$ cat src/design/assert_macros.svh
`ifndef ASSERT_MACROS_SVH
`define ASSERT_MACROS_SVH

// property must hold at every clock edge out of reset
`define RAST_ASSERT(lbl, ck, rn, prop, msg) \
    lbl: assert property (@(posedge ck) disable iff (!rn) prop) else $error(msg);

// condition must never be seen at a clock edge out of reset
`define RAST_NEVER(lbl, ck, rn, cond, msg) \
    lbl: assert property (@(posedge ck) disable iff (!rn) !(cond)) else $error(msg);

`endif

$ cat src/design/rast_pkg.sv
`default_nettype none

package rast_pkg;

    localparam int TOTAL_W      = 26;
    localparam int FILL_W       = 16;
    localparam int IDX_W        = 10;
    localparam int N_LEAVES_DEF = 1024;

    localparam logic FUNC_ASSIGN = 1'b0;
    localparam logic FUNC_SUM    = 1'b1;

    typedef struct packed {
        logic              func;
        logic [IDX_W-1:0]  range_lo;
        logic [IDX_W-1:0]  range_hi;
        logic [FILL_W-1:0] fill_value;
    } req_t;

    typedef struct packed {
        logic [TOTAL_W-1:0] range_total;
        logic               bad_range;
    } rsp_t;

    typedef struct packed {
        logic [TOTAL_W-1:0] total;
        logic [FILL_W-1:0]  fill;
        logic               pend;
    } node_t;

    typedef struct packed {
        logic rd_en;
        logic wr_en;
    } mem_ctl_t;

    typedef enum logic [3:0] {
        ST_CLEAR,
        ST_IDLE,
        ST_ROOT_RD,
        ST_ROOT_FIN,
        ST_RD_P,
        ST_RD_L,
        ST_RD_R,
        ST_WR_L,
        ST_WR_R,
        ST_WR_P,
        ST_UP_RL,
        ST_UP_RR,
        ST_UP_WR,
        ST_DONE
    } walk_state_t;

endpackage

`default_nettype wire

$ cat src/design/rast_walk.sv
`default_nettype none

`include "assert_macros.svh"

module rast_walk #(
    parameter int N_LEAVES = rast_pkg::N_LEAVES_DEF,
    parameter int KW       = $clog2(4 * N_LEAVES)
) (
    input  wire logic               clk,
    input  wire logic               rst_n,
    input  wire logic               req_valid,
    output logic                    req_stall,
    input  wire rast_pkg::req_t     req,
    output logic                    done_valid,
    input  wire logic               done_stall,
    output rast_pkg::rsp_t          done,
    output rast_pkg::mem_ctl_t      mem_ctl,
    output logic [KW-1:0]           rd_addr,
    output logic [KW-1:0]           wr_addr,
    output rast_pkg::node_t         wr_data,
    input  wire rast_pkg::node_t    rd_data
);

    localparam int IW         = $clog2(N_LEAVES);
    localparam int POSW       = ((IW > rast_pkg::IDX_W) ? IW : rast_pkg::IDX_W) + 1;
    localparam int TREE_NODES = 4 * N_LEAVES;
    localparam int LEVELS     = IW + 1;
    localparam int STK_D      = 2 * LEVELS;
    localparam int SIW        = $clog2(STK_D);
    localparam int SPW        = $clog2(STK_D + 1);
    localparam int PW         = POSW + rast_pkg::FILL_W;

    rast_pkg::walk_state_t state_reg, state_next;

    logic                         func_reg;
    logic [POSW-1:0]              lo_reg;
    logic [POSW-1:0]              hi_reg;
    logic [rast_pkg::FILL_W-1:0]  v_reg;
    logic                         bad_reg;
    logic [rast_pkg::TOTAL_W-1:0] acc_reg;
    rast_pkg::node_t              p_reg;
    rast_pkg::node_t              l_reg;
    logic [KW-1:0]                fr_k_reg [2];
    logic [POSW-1:0]              fr_s_reg [2];
    logic [POSW-1:0]              fr_e_reg [2];
    logic                         fr_two_reg;
    logic                         cur_reg;
    logic [KW-1:0]                nf_k_reg [2];
    logic [POSW-1:0]              nf_s_reg [2];
    logic [POSW-1:0]              nf_e_reg [2];
    logic [1:0]                   nf_cnt_reg;
    logic [KW-1:0]                stk_reg [STK_D];
    logic [SPW-1:0]               sp_reg;
    logic [KW-1:0]                clr_reg;

    logic [POSW-1:0] in_lo;
    logic [POSW-1:0] in_hi;
    logic            in_bad;
    logic            in_root_full;
    logic            accept;

    logic [KW-1:0]   cur_k;
    logic [POSW-1:0] cur_s;
    logic [POSW-1:0] cur_e;
    logic [POSW-1:0] mid;
    logic [KW-1:0]   lk;
    logic [KW-1:0]   rk;
    logic [KW-1:0]   ch_k;
    logic [POSW-1:0] ch_s;
    logic [POSW-1:0] ch_e;
    rast_pkg::node_t ch_in;
    rast_pkg::node_t ch_new;
    logic            ch_full;
    logic            ch_over;
    logic            ch_part;
    logic            is_assign;
    logic [POSW-1:0]             mul_cnt;
    logic [rast_pkg::FILL_W-1:0] mul_val;
    logic [PW-1:0]               prod;
    logic [SPW-1:0]              sp_m1;
    logic [KW-1:0]               stk_top;
    logic                        out_go;

    assign in_lo        = POSW'(req.range_lo);
    assign in_hi        = POSW'(req.range_hi);
    assign in_bad       = (in_lo > in_hi) || (in_hi >= POSW'(N_LEAVES));
    assign in_root_full = (in_lo == '0) && (in_hi == POSW'(N_LEAVES - 1));
    assign accept       = req_valid && !req_stall;
    assign is_assign    = (func_reg == rast_pkg::FUNC_ASSIGN);

    assign cur_k = fr_k_reg[cur_reg];
    assign cur_s = fr_s_reg[cur_reg];
    assign cur_e = fr_e_reg[cur_reg];
    assign mid   = cur_s + ((cur_e - cur_s) >> 1);
    assign lk    = {cur_k[KW-2:0], 1'b0};
    assign rk    = {cur_k[KW-2:0], 1'b1};

    assign sp_m1   = sp_reg - 1'b1;
    assign stk_top = stk_reg[sp_m1[SIW-1:0]];

    // child under work: left, right, or the root itself
    always_comb
    begin
        ch_k  = cur_k;
        ch_s  = cur_s;
        ch_e  = cur_e;
        ch_in = rd_data;
        case (state_reg)
            rast_pkg::ST_WR_L:
            begin
                ch_k  = lk;
                ch_e  = mid;
                ch_in = l_reg;
            end
            rast_pkg::ST_WR_R:
            begin
                ch_k = rk;
                ch_s = mid + 1'b1;
            end
            default:
            begin
                ch_k = cur_k;
            end
        endcase
    end

    assign ch_full = (lo_reg <= ch_s) && (ch_e <= hi_reg);
    assign ch_over = !(ch_e < lo_reg) && !(ch_s > hi_reg);
    assign ch_part = ch_over && !ch_full;

    assign mul_cnt = ch_e - ch_s + 1'b1;
    assign mul_val = (ch_full && is_assign) ? v_reg : p_reg.fill;
    assign prod    = PW'(mul_cnt) * PW'(mul_val);

    always_comb
    begin
        if (ch_full && is_assign)
        begin
            ch_new = '{total: prod[rast_pkg::TOTAL_W-1:0], fill: v_reg, pend: 1'b1};
        end
        else if (p_reg.pend)
        begin
            ch_new = '{total: prod[rast_pkg::TOTAL_W-1:0], fill: p_reg.fill, pend: 1'b1};
        end
        else
        begin
            ch_new = ch_in;
        end
    end

    assign out_go = !done_stall;

    // next state
    always_comb
    begin
        state_next = state_reg;
        case (state_reg)
            rast_pkg::ST_CLEAR:
            begin
                if (clr_reg == KW'(TREE_NODES - 1))
                begin
                    state_next = rast_pkg::ST_IDLE;
                end
            end
            rast_pkg::ST_IDLE:
            begin
                if (req_valid)
                begin
                    if (in_bad)
                    begin
                        state_next = rast_pkg::ST_DONE;
                    end
                    else if (in_root_full)
                    begin
                        state_next = rast_pkg::ST_ROOT_RD;
                    end
                    else
                    begin
                        state_next = rast_pkg::ST_RD_P;
                    end
                end
            end
            rast_pkg::ST_ROOT_RD:  state_next = rast_pkg::ST_ROOT_FIN;
            rast_pkg::ST_ROOT_FIN: state_next = rast_pkg::ST_DONE;
            rast_pkg::ST_RD_P:     state_next = rast_pkg::ST_RD_L;
            rast_pkg::ST_RD_L:     state_next = rast_pkg::ST_RD_R;
            rast_pkg::ST_RD_R:     state_next = rast_pkg::ST_WR_L;
            rast_pkg::ST_WR_L:     state_next = rast_pkg::ST_WR_R;
            rast_pkg::ST_WR_R:     state_next = rast_pkg::ST_WR_P;
            rast_pkg::ST_WR_P:
            begin
                if ((!cur_reg && fr_two_reg) || (nf_cnt_reg != 2'd0))
                begin
                    state_next = rast_pkg::ST_RD_P;
                end
                else if (is_assign)
                begin
                    state_next = rast_pkg::ST_UP_RL;
                end
                else
                begin
                    state_next = rast_pkg::ST_DONE;
                end
            end
            rast_pkg::ST_UP_RL: state_next = rast_pkg::ST_UP_RR;
            rast_pkg::ST_UP_RR: state_next = rast_pkg::ST_UP_WR;
            rast_pkg::ST_UP_WR:
            begin
                if (sp_reg == SPW'(1))
                begin
                    state_next = rast_pkg::ST_DONE;
                end
                else
                begin
                    state_next = rast_pkg::ST_UP_RL;
                end
            end
            rast_pkg::ST_DONE:
            begin
                if (out_go)
                begin
                    state_next = rast_pkg::ST_IDLE;
                end
            end
            default: state_next = rast_pkg::ST_IDLE;
        endcase
    end

    // outputs and memory port
    always_comb
    begin
        req_stall     = (state_reg != rast_pkg::ST_IDLE);
        done_valid    = (state_reg == rast_pkg::ST_DONE);
        done          = '{range_total: acc_reg, bad_range: bad_reg};
        mem_ctl.rd_en = 1'b0;
        mem_ctl.wr_en = 1'b0;
        rd_addr       = cur_k;
        wr_addr       = ch_k;
        wr_data       = ch_new;
        case (state_reg)
            rast_pkg::ST_CLEAR:
            begin
                mem_ctl.wr_en = 1'b1;
                wr_addr       = clr_reg;
                wr_data       = '0;
            end
            rast_pkg::ST_ROOT_RD:
            begin
                mem_ctl.rd_en = 1'b1;
                rd_addr       = KW'(1);
            end
            rast_pkg::ST_ROOT_FIN:
            begin
                mem_ctl.wr_en = is_assign;
                wr_addr       = KW'(1);
            end
            rast_pkg::ST_RD_P:
            begin
                mem_ctl.rd_en = 1'b1;
                rd_addr       = cur_k;
            end
            rast_pkg::ST_RD_L:
            begin
                mem_ctl.rd_en = 1'b1;
                rd_addr       = lk;
            end
            rast_pkg::ST_RD_R:
            begin
                mem_ctl.rd_en = 1'b1;
                rd_addr       = rk;
            end
            rast_pkg::ST_WR_L, rast_pkg::ST_WR_R:
            begin
                mem_ctl.wr_en = 1'b1;
            end
            rast_pkg::ST_WR_P:
            begin
                mem_ctl.wr_en = 1'b1;
                wr_addr       = cur_k;
                wr_data       = '{total: p_reg.total, fill: p_reg.fill, pend: 1'b0};
            end
            rast_pkg::ST_UP_RL:
            begin
                mem_ctl.rd_en = 1'b1;
                rd_addr       = {stk_top[KW-2:0], 1'b0};
            end
            rast_pkg::ST_UP_RR:
            begin
                mem_ctl.rd_en = 1'b1;
                rd_addr       = {stk_top[KW-2:0], 1'b1};
            end
            rast_pkg::ST_UP_WR:
            begin
                mem_ctl.wr_en = 1'b1;
                wr_addr       = stk_top;
                wr_data       = '{total: l_reg.total + rd_data.total, fill: '0, pend: 1'b0};
            end
            default:
            begin
                mem_ctl.rd_en = 1'b0;
            end
        endcase
    end

    // control state
    always_ff @(posedge clk or negedge rst_n)
    begin
        if (!rst_n)
        begin
            state_reg  <= rast_pkg::ST_CLEAR;
            clr_reg    <= '0;
            sp_reg     <= '0;
            nf_cnt_reg <= '0;
            cur_reg    <= 1'b0;
            fr_two_reg <= 1'b0;
        end
        else
        begin
            state_reg <= state_next;
            if (state_reg == rast_pkg::ST_CLEAR)
            begin
                clr_reg <= clr_reg + 1'b1;
            end
            if (accept)
            begin
                sp_reg     <= '0;
                nf_cnt_reg <= '0;
                cur_reg    <= 1'b0;
                fr_two_reg <= 1'b0;
            end
            if ((state_reg == rast_pkg::ST_WR_L || state_reg == rast_pkg::ST_WR_R) && ch_part)
            begin
                nf_cnt_reg <= nf_cnt_reg + 1'b1;
            end
            if (state_reg == rast_pkg::ST_WR_P)
            begin
                if (is_assign)
                begin
                    sp_reg <= sp_reg + 1'b1;
                end
                if (!cur_reg && fr_two_reg)
                begin
                    cur_reg <= 1'b1;
                end
                else if (nf_cnt_reg != 2'd0)
                begin
                    cur_reg    <= 1'b0;
                    fr_two_reg <= (nf_cnt_reg == 2'd2);
                    nf_cnt_reg <= '0;
                end
            end
            if (state_reg == rast_pkg::ST_UP_WR)
            begin
                sp_reg <= sp_m1;
            end
        end
    end

    // payload
    always_ff @(posedge clk)
    begin
        if (accept)
        begin
            func_reg    <= req.func;
            lo_reg      <= in_lo;
            hi_reg      <= in_hi;
            v_reg       <= req.fill_value;
            bad_reg     <= in_bad;
            acc_reg     <= '0;
            fr_k_reg[0] <= KW'(1);
            fr_s_reg[0] <= '0;
            fr_e_reg[0] <= POSW'(N_LEAVES - 1);
        end
        if (state_reg == rast_pkg::ST_RD_L)
        begin
            p_reg <= rd_data;
        end
        if (state_reg == rast_pkg::ST_RD_R || state_reg == rast_pkg::ST_UP_RR)
        begin
            l_reg <= rd_data;
        end
        if (state_reg == rast_pkg::ST_ROOT_FIN && !is_assign)
        begin
            acc_reg <= rd_data.total;
        end
        if (state_reg == rast_pkg::ST_WR_L || state_reg == rast_pkg::ST_WR_R)
        begin
            if (ch_full && !is_assign)
            begin
                acc_reg <= acc_reg + ch_new.total;
            end
            if (ch_part)
            begin
                nf_k_reg[nf_cnt_reg[0]] <= ch_k;
                nf_s_reg[nf_cnt_reg[0]] <= ch_s;
                nf_e_reg[nf_cnt_reg[0]] <= ch_e;
            end
        end
        if (state_reg == rast_pkg::ST_WR_P)
        begin
            if (is_assign)
            begin
                stk_reg[sp_reg[SIW-1:0]] <= cur_k;
            end
            if (!(!cur_reg && fr_two_reg) && (nf_cnt_reg != 2'd0))
            begin
                fr_k_reg[0] <= nf_k_reg[0];
                fr_s_reg[0] <= nf_s_reg[0];
                fr_e_reg[0] <= nf_e_reg[0];
                fr_k_reg[1] <= nf_k_reg[1];
                fr_s_reg[1] <= nf_s_reg[1];
                fr_e_reg[1] <= nf_e_reg[1];
            end
        end
    end

    `RAST_ASSERT(a_stk_room, clk, rst_n, (state_reg == rast_pkg::ST_WR_P && is_assign) |-> (sp_reg < SPW'(STK_D)), "node stack overflow")
    `RAST_ASSERT(a_nf_room, clk, rst_n, ((state_reg == rast_pkg::ST_WR_L || state_reg == rast_pkg::ST_WR_R) && ch_part) |-> (nf_cnt_reg != 2'd2), "more than two straddling nodes on a level")
    `RAST_NEVER(a_no_wr_idle, clk, rst_n, (state_reg == rast_pkg::ST_IDLE) && mem_ctl.wr_en, "node write while idle")

endmodule

`default_nettype wire

$ cat config.mk
export PLATFORM = sky130hd
export DESIGN_NAME = rast_walk
export DESIGN_NICKNAME = d
export VERILOG_FILES = /design/src/design/rast_pkg.sv /design/src/design/rast_walk.sv
export VERILOG_INCLUDE_DIRS = /design/src /design/src/design
export SDC_FILE = /design/constraint.sdc
export NUM_CORES = 1
export LEC_CHECK = 0
export ABC_AREA = 1
export BUFFER_PORTS_ARGS = -buffer_cell sky130_fd_sc_hd__buf_4
export CELL_PAD_IN_SITES_DETAIL_PLACEMENT = 2
export CELL_PAD_IN_SITES_GLOBAL_PLACEMENT = 2
export CORE_ASPECT_RATIO = 1.2
export CORE_MARGIN = 10
export CORE_UTILIZATION = 42
export CTS_BUF_LIST = sky130_fd_sc_hd__clkbuf_4
export CTS_CLUSTER_DIAMETER = 40
export CTS_CLUSTER_SIZE = 25
export DETAILED_ROUTE_END_ITERATION = 12
export PLACE_DENSITY_LB_ADDON = 0.3
export SYNTH_ARGS = -nofsm -noshare
export SYNTH_HDL_FRONTEND = slang
export SYNTH_SLANG_ARGS = --single-unit
$ cat constraint.sdc
create_clock -name clk -period 14.8 [get_ports clk]
set_input_delay 1.48 -clock clk [delete_from_list [all_inputs] [get_ports clk]]
set_output_delay 1.48 -clock clk [all_outputs]
set_load 0.005 [all_outputs]
==> flow_metrics.py <==
metrics = {
    "worst_setup_path": {
        "worst_ep_required_time_ps": 13320,
        "path_delay_family": "adder cells",
        "path_max_fanout": 13,
        "cp_slowest_cell": "fa_1",
        "cp_slowest_stage_delay_ps": 580,
        "cp_common_cell": "inv_1",
        "start_kind": "register",
        "critPathKind": "reg2out",
        "cp-end-kind": "output pin",
        "crit_arrival_ps": 12860,
        "crit_buf_inv": 14,
    },
    "layout": {
        "largest_register_ffs": 264,
        "nNetsFinal": 4250,
        "design_area_sq_mm": 0.0396,
        "post-route-util": 0.481,
        "fillers": 8799,
        "layout-drive-gt1-share": 0.150,
        "area_growth_pct": 13.1,
        "most-common-layout-cells": "762 x nand2_1, 524 x edfxtp_1, 412 x inv_1, 255 x a21oi_1",
        "final_common_cell": "nand2_1",
    },
    "floorplanning": {
        "pin_count": 182,
        "dieArea_sq_mm": 0.0954,
        "die_h_um": 336,
        "num_rows": 115,
        "die_x_um": 284,
        "core_area_sq_mm": 0.0823,
        "start_util": 0.425,
    },
    "route": {
        "wl_per_cell_um": 28.7,
        "viasPerCell": 5.91,
        "drt_iter0_drc": 2400,
        "vias": 29710,
        "first_pass_iters": 7,
        "drt_wl_total_mm": 144,
        "antenna_left": 0,
        "drt_drc_violations_left": 0,
    },
    "timing": {
        "max_slew_margin": 0.0557,
        "setup_violations": 0,
        "tightest_slew_ps": 1410,
        "max_freq_mhz": 69.8,
        "whs_ps": 411,
        "period_share": 0.969,
        "drv_slew": 0,
        "final.setup.tns_ps": 0,
        "finClkSkew_ps": 80.9,
        "hold_violations": 0,
        "min_period_ps": 14340,
    },
    "yosys": {
        "synthCells": 3603,
        "synth_compound_area_frac": 0.116,
        "yosys_warnings": 0,
        "yosys.area_share.simple": 0.162,
        "syn_nets": 4025,
        "synth-xor-area-share": 0.0213,
        "synth.distinct_cells": 74,
        "synthMuxAreaShare": 0.00486,
        "yosys_most_used_dff": "edfxtp_1",
        "async_flop_share": 0.0435,
        "synth_seq_cells": 575,
        "synth_top_family_by_area": "simple AND/OR/NAND/NOR gates",
        "synth_edf_count": 524,
        "syn_area_per_cell_sq_um": 9.72,
        "yosysSeqAreaShare": 0.482,
        "syn-cell-area_sq_mm": 0.0350,
        "yosys.area_share.adder": 0.148,
    },
    "grt": {
        "grt_pass1_wl_mm": 214,
        "grt-ovfl-total": 0,
        "track_usage": 0.294,
        "grt_max_degree": 74,
        "grt_pass1_vias": 33678,
        "antenna_found_initial": 7,
    },
    "status": {
        "status": "complete, no violations",
    },
    "place": {
        "dpl_cell_area_sq_mm": 0.0377,
        "io_buffers": 181,
        "gp_congestion": 0.885,
        "dp_hpwl_mm": 96.7,
    },
    "clocking": {
        "cts.sinks": 575,
        "clock_path_buffers": 3,
        "clk_latency_ps": 1000,
        "htreeDepth": 3,
        "cts_root_buffer": "clkbuf_4",
        "cts_buffers": 96,
        "cts-hold-fix-buffers": 0,
        "cts_tree": "built",
        "cts.reportedPaths.clkPinSlew_ps": 130,
    },
    "flow_run": {
        "cap_violations": 0,
    },
    "worst_hold_path": {
        "hp-class": "reg2reg",
    },
}
## cell type report
class,count,area (sq um),area share
Clock buffer,104,781,0.0197
Timing Repair inverter,1,8.76,0.000221
Timing Repair Buffer,253,1910,0.0483
Inverter,448,1720,0.0433
Clock inverter,78,863,0.0218
Multi-Input combinational cell,2453,16000,0.405
Antenna cell,4,10.0,0.000253
Tap cell,1111,1390,0.0351
Sequential cell,575,16900,0.426
## cells in the mapped netlist (10+ instances only)
| cell type | instances | share of area |
|---|---|---|
| nor3_1 | 29 | 0.0041 |
| nor2_1 | 263 | 0.028 |
| a21o_1 | 12 | 0.0026 |
| a31oi_1 | 17 | 0.0030 |
| or2_1 | 16 | 0.0029 |
| dfrtp_1 | 25 | 0.018 |
| a22oi_1 | 26 | 0.0056 |
| fa_1 | 129 | 0.074 |
| xnor2_1 | 23 | 0.0058 |
| or2_2 | 34 | 0.0061 |
| a21oi_1 | 256 | 0.037 |
| nand4_1 | 23 | 0.0041 |
| clkbuf_1 | 103 | 0.011 |
| inv_2 | 20 | 0.0021 |
| nand2_2 | 17 | 0.0030 |
| o21ai_0 | 183 | 0.026 |
| a221oi_1 | 29 | 0.0073 |
| xor2_1 | 62 | 0.016 |
| mux2i_1 | 17 | 0.0049 |
| dfxtp_1 | 26 | 0.015 |
| a32o_1 | 19 | 0.0054 |
| edfxtp_1 | 524 | 0.45 |
| nor4_1 | 10 | 0.0018 |
| o211ai_1 | 17 | 0.0036 |
| o21bai_1 | 11 | 0.0024 |
| inv_1 | 418 | 0.045 |
| ha_1 | 209 | 0.075 |
| o2111ai_1 | 11 | 0.0028 |
| o21ai_1 | 27 | 0.0039 |
| nand3_1 | 159 | 0.023 |
| nand2_1 | 766 | 0.082 |
| buf_1 | 10 | 0.0011 |
## path summary, 6_finish.rpt
path / start / slack (ps) / end / cells past startpoint
max: cur_reg / 460 / wr_data[41] / 54
min: nf_k_reg[1][0] / 410 / fr_k_reg[1][0] / 0
max reg2reg: cur_reg / 1360 / acc_reg[25] / 59
min reg2reg: nf_k_reg[1][0] / 410 / fr_k_reg[1][0] / 0
max in group asynchronous: rst_n / 13930 / cur_reg / 1
min in group asynchronous: rst_n / 440 / clr_reg[0] / 1
## per-layer routing
| layer | vias to the layer above | GRT usage | routed length, um | share of wire |
|---|---|---|---|---|
| li1 | 12802 | - | - | - |
| met5 | - | 0 | 91 | 0.00063 |
| met4 | 14 | 0.159 | 7590 | 0.053 |
| met1 | 15227 | 0.324 | 53300 | 0.37 |
| met2 | 1229 | 0.538 | 75000 | 0.52 |
| met3 | 438 | 0.0439 | 8050 | 0.056 |
## what timing repair did
action,in CTS,in global routing
pin swaps,1,5
setup endpoints to repair,18,13
buffers inserted,3,10
resized for setup,18,39
gates cloned,0,2
## kinds of logic (layout without fill, tap and decap cells)
family,after synthesis,count (layout)
AND/OR/NAND/NOR,1342,1343
AO/OA/AOI/OAI,670,670
buffers and inverters,576,884
flip-flops,575,575
adder cells (fa/ha/maj),338,338
XOR/XNOR,85,85
multiplexers,17,17
other,0,4
## through the flow
stage / setup WS [ps] / cells
global route: -66.1 / 5025
floorplan: 3210 / 3603
finish: 463 / 5027
global placement: 867 / 4826
detailed placement: 57.6 / 4826
CTS: 10.9 / 5011
Power is left out: the tool's default activity adds up to more than one toggle a clock period on the data nets, which glitch-free logic cannot reach.
